===== config.mk =====
export PLATFORM = sky130hd
export DESIGN_NAME = itha_cell
export DESIGN_NICKNAME = d
export VERILOG_FILES = /design/src/rtl/itha_pkg.sv /design/src/rtl/itha_cell.sv
export SDC_FILE = /design/constraint.sdc
export NUM_CORES = 1
export LEC_CHECK = 0
export ABC_AREA = 0
export BUFFER_PORTS_ARGS = -buffer_cell sky130_fd_sc_hd__buf_2
export CAP_MARGIN = 20
export CORE_MARGIN = 4
export CORE_UTILIZATION = 35
export DETAILED_ROUTE_END_ITERATION = 8
export GPL_ROUTABILITY_DRIVEN = 1
export GPL_TIMING_DRIVEN = 0
export PLACE_DENSITY = 0.72
export SLEW_MARGIN = 10
export SYNTH_ARGS = -nofsm -noshare
export SYNTH_HDL_FRONTEND = slang
export SYNTH_SLANG_ARGS = --single-unit

===== constraint.sdc =====
create_clock -name clk -period 0.8 [get_ports clk]
set_input_delay 0.12 -clock clk [delete_from_list [all_inputs] [get_ports clk]]
set_output_delay 0.12 -clock clk [all_outputs]
set_load 0.005 [all_outputs]

===== src/rtl/itha_pkg.sv =====
// Package: allocator constants, record type and controller states.
package itha_pkg;
	localparam int HEAP_BYTES  = 65536;
	localparam int MAX_RECORDS = 256;
	localparam int IW = $clog2(MAX_RECORDS);
	localparam int CW = $clog2(MAX_RECORDS + 1);
	localparam int HW = $clog2(HEAP_BYTES + 1);
	localparam int OW = 16;
	localparam int SW = 17;

	localparam logic [1:0] CMD_ALLOC   = 2'd0;
	localparam logic [1:0] CMD_FREE    = 2'd1;
	localparam logic [1:0] CMD_REALLOC = 2'd2;

	localparam logic [1:0] ST_OK        = 2'd0;
	localparam logic [1:0] ST_HEAP_FULL = 2'd1;
	localparam logic [1:0] ST_IDX_FULL  = 2'd2;
	localparam logic [1:0] ST_NOT_FOUND = 2'd3;

	typedef struct packed {
		logic          in_use;
		logic [SW-1:0] size;
		logic [OW-1:0] offset;
	} rec_t;

	typedef enum logic [2:0] {
		S_IDLE, S_ROUND, S_FIND, S_FREE, S_ASCAN, S_AWRITE, S_FIN
	} state_t;
endpackage


===== src/rtl/itha_cell.sv =====
// One record cell of the rotating record ring.
module itha_cell (
	input  logic         clk,
	input  logic         shift,
	input  itha_pkg::rec_t d,
	output itha_pkg::rec_t q
);
	import itha_pkg::*;
	rec_t rec_q;
	always_ff @(posedge clk) begin
		if (shift) begin
			rec_q <= d;
		end
	end
	assign q = rec_q;
endmodule


## After elaboration in Yosys (flattened, before gate mapping)

Cells that the tools add are included.

| word-level totals | value |
|---|---|
| bits in registers | 34 |
| input bits | 36 |
| output and inout bits | 34 |
| logic and storage cells | 3 |

## Longest topological paths before layout

| depth | value |
|---|---|
| word-level depth | 0 |
| mapped depth | 0 |

## Least setup slack after synthesis

Ideal clock, no wire load.

| path | value |
|---|---|
| path type | register -> output |
| start | register rec_q (netlist bit q[0]) |
| end | output port q[0] in the netlist's numbering |
| arrival | 0.355 ns |
| data required time | 0.680 ns |
| path slack | 0.325 ns |
| cell stages (with the launch flop) | 1 |
| cell sequence | edfxtp_1 |

RTL lines:

| element | line | source |
|---|---|---|
| start: declaration | itha_cell.sv:9 | `rec_t rec_q;` |
| start signal: assignment | itha_cell.sv:12 | `rec_q <= d;` |
| end: declaration | itha_cell.sv:6 | `output itha_pkg::rec_t q` |

No word-level cell between the ends.

## Worst setup path in the final report

| path | value |
|---|---|
| start | register rec_q (netlist bit q[26]) |
| end | output port q[26] in the netlist's numbering |

No word-level cell between the ends.

==> results.ini <==
[status]
status = complete, but fails checks
violations = negative setup slack

[global_routing]
grt_use_met1_pct = 11.32
grt_use_met2_pct = 22.34
grt_pass1_vias = 746
grt_overflow_total = 0
grtUsageTotal_pct = 12.95
grt.busiest_layer = met2
grt_pass1_wl_um = 3236
grt_use_met3_pct = 8.058
antenna_found_initial = 0
grt_max_degree = 35

[power]
leakage_nw = 0.7716
vdd_drop_max_mv = 1.652
power.density_nw_per_um2 = 1876

[worst_setup_path]
worstSetupEndpointType = primary output
crit_fanout = 1
crit_slowest_cell = edfxtp_1
worstPathArrival_ps = 850
cpLargestDelayFamily = flip-flops
cp_num_buf_inv = 1
critical_path.max_stage_delay_ps = 390
crit_path_cell_trace = buf_2
critPathLaunchType = register
required_ps = 680
path_class = register to primary output

[sta]
fmax_ghz = 1.028
tightest_slew_ps = 723.8
post-route-period-util_pct = 121.6
drv_slew = 0
worst_slack_ps = -173.1
rsz0062_at_grt = true
hold_violations = 0
holdWs_ps = 393.3
period_needed_ps = 973.1
relSlewSlack_pct = 51.75
setup_violations = 34

[floorplan]
design.core.area_um2 = 2781
io_pins = 70
core.rowCount = 19
dieWidth_um = 62.01
die_area_um2 = 3845
start_util_pct = 36.71
die_h_um = 62.01

[logic_synthesis]
synth_seq_area_share_pct = 100.0
ys_warn_count = 0
syn_avg_cell_area_um2 = 30.03
synth_cell_types = 1
synthesis.area_um2 = 1021
ys_seq_elements = 34
synth_nets = 70
synthCells = 34

[clock_network]
cts_root_buf = clkbuf_4
ctsResizeCount = 0
cts_tree = yes
clock_sinks = 34
path_clk_slew_ps = 90
post_cts_buffers = 0
htree_levels = 2
clock_path_buffers = 2
numCtsBuffers = 5

[finish]
final_cells = 175
nMultiInputCombCells = 0
mostFrequentLayoutCell = buf_2
syn_to_final_growth_pct = 75.37
largest_register_ffs = 34
multi_input_area_um2 = 0
layout_common_cells = 69 x buf_2, 34 x dlygate4sd3_1, 34 x edfxtp_1, 5 x clkbuf_4, 2 x clkbuf_1
layout-drive-gt1-share_pct = 51.39
final_nets = 180
n_antenna_cell = 0

[detailed_routing]
antenna_left = 0
firstDrtPassIters = 2
drtIter0Drc = 27
wl_per_cell_um = 13.05
vias_per_cell = 4.229
routed_wl_um = 2283
vias = 740
drc = 0

[job]
maxCapViolCount = 0

[placed_design]
pre_cts_slack_ps = -280.3
io_buffer_count = 69
gp_congestion = 0.5746
place_inst = 134

[worst_hold_path]
hold_class = primary input to register

[through the flow]
stage                     power (W)  area, µm²  utilization [%]  TNS, ps
final                      0.003360       1790            64.37    -4746
after global placement     0.002439       1405            50.52    -8152
after global routing       0.003533       1790            64.37    -6698
after CTS                  0.003410       1790            64.37    -5580
after floorplan            0.002212       1021                -        0
after detailed placement   0.002454       1405            50.52    -9492
[final timing paths]
path | start | to | cells past startpoint
setup / recovery | q[26]$_DFFE_PP_ | q[26] | 1
hold / removal | shift | q[5]$_DFFE_PP_ | 1
[layer usage]
| metal | wire length, µm | vias to the layer above |
|---|---|---|
| li1 | - | 356 |
| met4 | 53 | 0 |
| met3 | 267 | 7 |
| met2 | 1210 | 42 |
| met5 | 0 | - |
| met1 | 751 | 335 |
[cell usage after synthesis, drive strengths merged]
cell	instances	share of area, %
edfxtp	34	100
[final cells by class]
type / instances / area (µm²)
Sequential cell: 34 / 1021
Fill cell: 213 / 991.0
Clock buffer: 7 / 45.04
Timing Repair Buffer: 103 / 685.7
Tap cell: 31 / 38.79
[power breakdown]
| group | internal, W | switching, W |
|---|---|---|
| sequential | 0.00211 | 0.0000310 |
| clock | 0.000331 | 0.000491 |
| combinational | 0.000251 | 0.000141 |
| total | 0.00270 | 0.000663 |
[logic make-up (layout without fill, tap and decap cells)]
| logic type | after synthesis | after routing | share of synthesized area [%] |
|---|---|---|---|
| buffers and inverters | 0 | 110 | 0 |
| DFF | 34 | 34 | 100.0 |
[timing repair]
item	in CTS	in global routing
endpoints found under the hold margin	34	0
hold buffers	34	0
endpoints found under the setup margin	34	34
No activity file was read; power rests on OpenSTA's default activity.
