--- src/rtl/itha_pkg.sv ---
// Package: allocator constants, record type and controller states.
package itha_pkg;
	localparam int HEAP_BYTES  = 65536;
	localparam int MAX_RECORDS = 256;
	localparam int IW = $clog2(MAX_RECORDS);
	localparam int CW = $clog2(MAX_RECORDS + 1);
	localparam int HW = $clog2(HEAP_BYTES + 1);
	localparam int OW = 16;
	localparam int SW = 17;

	localparam logic [1:0] CMD_ALLOC   = 2'd0;
	localparam logic [1:0] CMD_FREE    = 2'd1;
	localparam logic [1:0] CMD_REALLOC = 2'd2;

	localparam logic [1:0] ST_OK        = 2'd0;
	localparam logic [1:0] ST_HEAP_FULL = 2'd1;
	localparam logic [1:0] ST_IDX_FULL  = 2'd2;
	localparam logic [1:0] ST_NOT_FOUND = 2'd3;

	typedef struct packed {
		logic          in_use;
		logic [SW-1:0] size;
		logic [OW-1:0] offset;
	} rec_t;

	typedef enum logic [2:0] {
		S_IDLE, S_ROUND, S_FIND, S_FREE, S_ASCAN, S_AWRITE, S_FIN
	} state_t;
endpackage

--- src/rtl/itha_round.sv ---
// Bit-serial remainder unit that rounds a request up to the granularity.
module itha_round (
	input  logic        clk,
	input  logic        arst_n,
	input  logic        start,
	input  logic [15:0] req,
	input  logic [8:0]  gran,
	output logic        done,
	output logic [itha_pkg::SW-1:0] size
);
	import itha_pkg::*;
	logic [15:0] num_q;
	logic [15:0] szv_q;
	logic [8:0]  rem_q;
	logic [8:0]  g_q;
	logic [4:0]  cnt_q;
	logic        busy_q;
	logic        done_q;
	logic [9:0]  t;

	assign t = {rem_q, num_q[15]};

	always_ff @(posedge clk or negedge arst_n) begin
		if (!arst_n) begin
			busy_q <= 1'b0;
			done_q <= 1'b0;
			cnt_q  <= '0;
		end else if (start) begin
			busy_q <= 1'b1;
			done_q <= 1'b0;
			cnt_q  <= 5'd16;
		end else if (busy_q) begin
			cnt_q <= cnt_q - 5'd1;
			if (cnt_q == 5'd1) begin
				busy_q <= 1'b0;
				done_q <= 1'b1;
			end
		end
	end

	always_ff @(posedge clk) begin
		if (start) begin
			num_q <= (req == 16'd0) ? 16'd1 : req;
			szv_q <= (req == 16'd0) ? 16'd1 : req;
			rem_q <= '0;
			g_q   <= (gran == 9'd0) ? 9'd1 : gran;
		end else if (busy_q) begin
			num_q <= {num_q[14:0], 1'b0};
			if (t >= {1'b0, g_q}) begin
				rem_q <= 9'(t - {1'b0, g_q});
			end else begin
				rem_q <= t[8:0];
			end
		end
	end

	assign done = done_q;
	assign size = (rem_q == 9'd0) ? {1'b0, szv_q}
		: SW'({1'b0, szv_q} + {8'd0, g_q} - {8'd0, rem_q});
endmodule

--- config.mk ---
export PLATFORM = sky130hd
export DESIGN_NAME = itha_round
export DESIGN_NICKNAME = d
export VERILOG_FILES = /design/src/rtl/itha_pkg.sv /design/src/rtl/itha_round.sv
export SDC_FILE = /design/constraint.sdc
export NUM_CORES = 1
export LEC_CHECK = 0
export ABC_CLOCK_PERIOD_IN_PS = 7800
export BUFFER_PORTS_ARGS = -buffer_cell sky130_fd_sc_hd__buf_2
export CAP_MARGIN = 10
export CORE_MARGIN = 4
export CORE_UTILIZATION = 35
export CTS_CLUSTER_SIZE = 10
export DETAILED_ROUTE_END_ITERATION = 7
export HOLD_SLACK_MARGIN = 0.12
export REMOVE_ABC_BUFFERS = 1
export SLEW_MARGIN = 20
export SYNTH_ARGS = -nofsm -noshare
export SYNTH_HDL_FRONTEND = slang
export SYNTH_SLANG_ARGS = --single-unit
--- constraint.sdc ---
create_clock -name clk -period 7.8 [get_ports clk]
set_input_delay 1.56 -clock clk [delete_from_list [all_inputs] [get_ports clk]]
set_output_delay 1.56 -clock clk [all_outputs]
set_load 0.03 [all_outputs]
Yosys cells after proc, flatten, opt, wreduce, memory -nomap -nowiden
Cells that the tools add are included.
Widths: inputs -> output; s select.
{ "word_totals": {"register_bits": 57, "out_inout_bits": 18, "inputBits": 28} }
{ "classes": {"mux": 13, "order_cmp": 1, "addsub": 4, "eq_ne": 1, "reduce_logical": 6} }
{ "ops": {"columns": ["cell", "count"], "rows": [
  ["$mux 16", 3],
  ["$logic_not 9->1", 2],
  ["$add 16x9->17", 1],
  ["$mux 17", 1],
  ["$sub 17x9->17", 1],
  ["$logic_not 16->1", 1],
  ["$ge 10x9->1", 1],
  ["$mux 5", 2],
  ["$mux 9", 1],
  ["$sub 9x9->9", 1],
  ["$mux 1", 6],
  ["$eq 5x1->1 const B", 1],
  ["$sub 5x1->5 const B", 1],
  ["$reduce_bool 2->1", 2],
  ["$reduce_and 2->1", 1]
]} }

Logic depth before layout (Yosys ltp)
{ "logic_depth": {"ltp_word": 4, "depth_mapped": 12, "depth_no_buf": 12} }

Least setup slack after synthesis
No wires, ideal clock.
{ "synth_path": {"path_kind": "register -> output", "start": "register szv_q[5]", "end": "output port size[16] (netlist bit)", "t_required_ns": 6.240, "slack_ns": 3.331, "n_path_buf": 0, "path_stages_with_launch": 11, "arrival_time_ns": 2.909, "cell_sequence": "edfxtp_1 -> inv_1 -> fa_1 -> inv_1 -> ha_1 -> a21o_1 -> or3_4 -> o221ai_2 -> a211oi_1 -> or3_1 -> a21boi_1"} }
{ "synth_between": {"elab_chain_len": 3} }
{ "synth_lines": {"columns": ["element", "line_no", "rtl"], "rows": [
  ["start, declared", "itha_round.sv:13", "logic [15:0] szv_q;"],
  ["start signal, assigned", "itha_round.sv:44", "szv_q <= (req == 16'd0) ? 16'd1 : req;"],
  ["$add 16x9->17", "itha_round.sv:59", ": SW'({1'b0, szv_q} + {8'd0, g_q} - {8'd0, rem_q});"],
  ["$sub 17x9->17", "itha_round.sv:59", null],
  ["$mux 17", "itha_round.sv:58", "assign size = (rem_q == 9'd0) ? {1'b0, szv_q}"],
  ["end, declared", "itha_round.sv:9", "output logic [itha_pkg::SW-1:0] size"]
]} }
No other way between the ends.

Final worst setup path
Ends and elaborated chain as after synthesis.

==> flow_summary.yaml <==
run_status:
  status: "completed"
final_layout:
  drive_above_1_share_pct: 18.9
  mostFrequentLayoutCells: "51 x inv_1, 45 x buf_2, 42 x nor2_1, 41 x edfxtp_1, 28 x ha_1"
  diodes: 0
  area_delta_synth_final_pct: 14.7
  nets: 506
  final_common_cell: "inv_1"
synthesis:
  synth_area_um2: 3970
  synth_top_cell_area_share_pct: 31.0
  syn_inst: 415
  syn_avg_cell_area_um2: 9.56
  synth-edff-count: 41
  yosysSeqAreaShare_pct: 40.0
  synthArstFlopShare_pct: 12.3
  ys_types: 53
  synth-main-ff-cell: "edfxtp_1"
  synthTopCellsByArea: "edfxtp_1 31%, ha_1 8.8%, fa_1 5.0%"
  yosys.area.top_type: "edfxtp_1"
  synth_seq_cells: 57
  yosys_warnings: 0
setup_path:
  path_class: "reg -> out"
  reg2regPathDepth: 9
  crit_chain: "inv_1, fa_1, inv_1, ha_1, a21o_1, or3_4, o221ai_2, a211oi_1, or3_1, a21boi_1, buf_2"
  max_stage_delay_ps: 530
  worst-path-stages: 11
  crit_fanout: 5
  critPathBufInv: 3
  cp-start-kind: "flip-flop"
  crit_family: "adder cells"
  crit_path_end_kind: "output port"
  arrival_ps: 3220
  crit_required_ps: 6240
  crit_slowest_cell: "fa_1"
  cp_common_cell: "inv_1"
timing:
  post-route-period-util_pct: 61.3
  slew_headroom_pct: 54.0
  slew_violations: 0
  setup_viol: 0
  tns_ps: 0
  hold_violations: 0
  timing.final.crit_period_ps: 4780
  worst_slew_pin_slew_ps: 689
  rsz0062_at_grt: "no"
  skew_ps: 4.56
  clock.fmax_mhz: 209
die:
  core-area_um2: 11000
  io_pins: 46
  die_w_um: 114
  start_util_pct: 36.1
  die_h_um: 114
  rows: 38
  dieArea_um2: 13100
placed_design:
  place_hpwl_mm: 6.66
  place.port_buffers: 45
  gp_congestion: 0.809
clocking:
  post_cts_buffers: 0
  cts_buffers: 9
  clockBufferDepth: 2
  cts_tree: "built"
  clkSlewWorstSetupHoldPaths_ps: 50
  cts_resized: 0
  ctsHoldBuffers: 0
  root_buffer: "clkbuf_16"
  htree_levels: 3
  cts.sinks: 57
  clkLatencyLatePin_ps: 320
global_routing:
  grt_usage_pct: 14.1
  grt_pass1_vias: 3073
  antenna_found_initial: 0
  grt_max_degree: 61
  overflow: 0
  grt_pass1_wl_mm: 14.7
run:
  max_cap_violations: 0
pwr:
  fin_total_pwr_mw: 2.12
  p_leak_nw: 2.02
  powerDensity_nw_per_um2: 465
  peakVddDrop_uv: 257
detailed_routing:
  drc_errors: 0
  via_count: 2973
  postRouteWirelength_mm: 8.48
  met1_length_mm: 4.10
  dr.max_layer_used: "met4"
  vias_per_cell: 5.08
  wl_met3_um: 401
  routedWlPerCell_um: 14.5
  met2_length_mm: 3.80
  antenna_left: 0
  dr.pass1.iters: 4
  drtIter0Drc: 188
min_path:
  hold_path_depth: 1
  hold_class: "reg -> reg"
-- report_power, final --
group	leakage (nW)	internal, mW	switching (mW)
registers	0.574	0.385	0.0572
clock network	0.150	0.263	0.124
logic	1.29	0.460	0.826
-- worst reg2reg max path, delay by kind of cell (launching register included) --
family | cells | cell delay, ps
simple gates | 3 | 700
compound gates | 3 | 700
fa+ha+maj | 2 | 640
flops | 1 | 410
buf+inv | 1 | 70
-- synthesized netlist by cell type, drive strengths merged, types with 3 or more instances --
cell,number
inv,51
mux2i,5
a211oi,9
fa,10
nand2b,6
o21ai,17
a31oi,3
edfxtp,41
clkbuf,31
nand3,8
xor2,10
a21oi,26
nor3,5
or3,5
ha,28
o211ai,3
dfxtp,9
o21a,3
xnor2,11
mux2,16
nand4,4
nor4,7
nor2,42
dfrtp,7
a21o,10
or2,3
nand2,19
-- stage by stage --
step | setup slack [ps] | utilization [%] | cell area (µm²) | hold WS, ps | instances
floorplan | 3330 | - | 3840 | 485 | 382
global placement | 3390 | 38.7 | 4250 | 487 | 569
detailed placement | 3360 | 38.7 | 4250 | 496 | 569
CTS | 3000 | 41.5 | 4550 | 508 | 585
global route | 2770 | 41.5 | 4550 | 536 | 585
finish | 3020 | 41.5 | 4550 | 501 | 585
-- sequential cells by signal (all words and copies together), names as in the netlist --
register	cells
num_q	16
szv_q	16
g_q	9
rem_q	9
cnt_q	5
busy_q	1
done	1
-- cells by family (layout without fill, tap and decap cells) --
family | count (synthesis) | in the layout | share of synthesized area (%)
mux | 21 | 21 | 5.80
buf+inv | 84 | 114 | 8.13
fa+ha+maj | 38 | 38 | 13.9
simple gates | 104 | 104 | 12.4
compound gates | 90 | 90 | 15.2
flops | 57 | 57 | 40.0
xor+xnor | 21 | 21 | 4.63
-- per-layer routing --
metal	up-vias	global-route usage (%)
met2	62	21.7
met3	13	3.17
met1	1396	19.0
li1	1502	-
met5	-	0
met4	0	6.41
-- worst paths after layout --
kind                                startpoint  slack [ps]                    end
hold / removal                done$_DFFE_PN0P_         500       done$_DFFE_PN0P_
setup reg to reg           num_q[15]$_DFFE_PP_        5190  rem_q[4]$_SDFFE_PP0P_
min in group asynchronous               arst_n        1070       done$_DFFE_PN0P_
hold reg to reg               done$_DFFE_PN0P_         500       done$_DFFE_PN0P_
setup / recovery            szv_q[5]$_DFFE_PP_        3020               size[16]
max in group asynchronous               arst_n        6580   cnt_q[2]$_DFFE_PN0P_
-- area by class of cell --
cell class | count | area (µm²)
Timing Repair Buffer | 47 | 240
Multi-Input combinational cell | 274 | 2060
Sequential cell | 57 | 1590
Tap cell | 140 | 175
Clock inverter | 3 | 40.0
Clock buffer | 13 | 260
Inverter | 51 | 191
Fill cell | 1065 | 6430
Note: power is estimated with default switching activity, not from simulation.
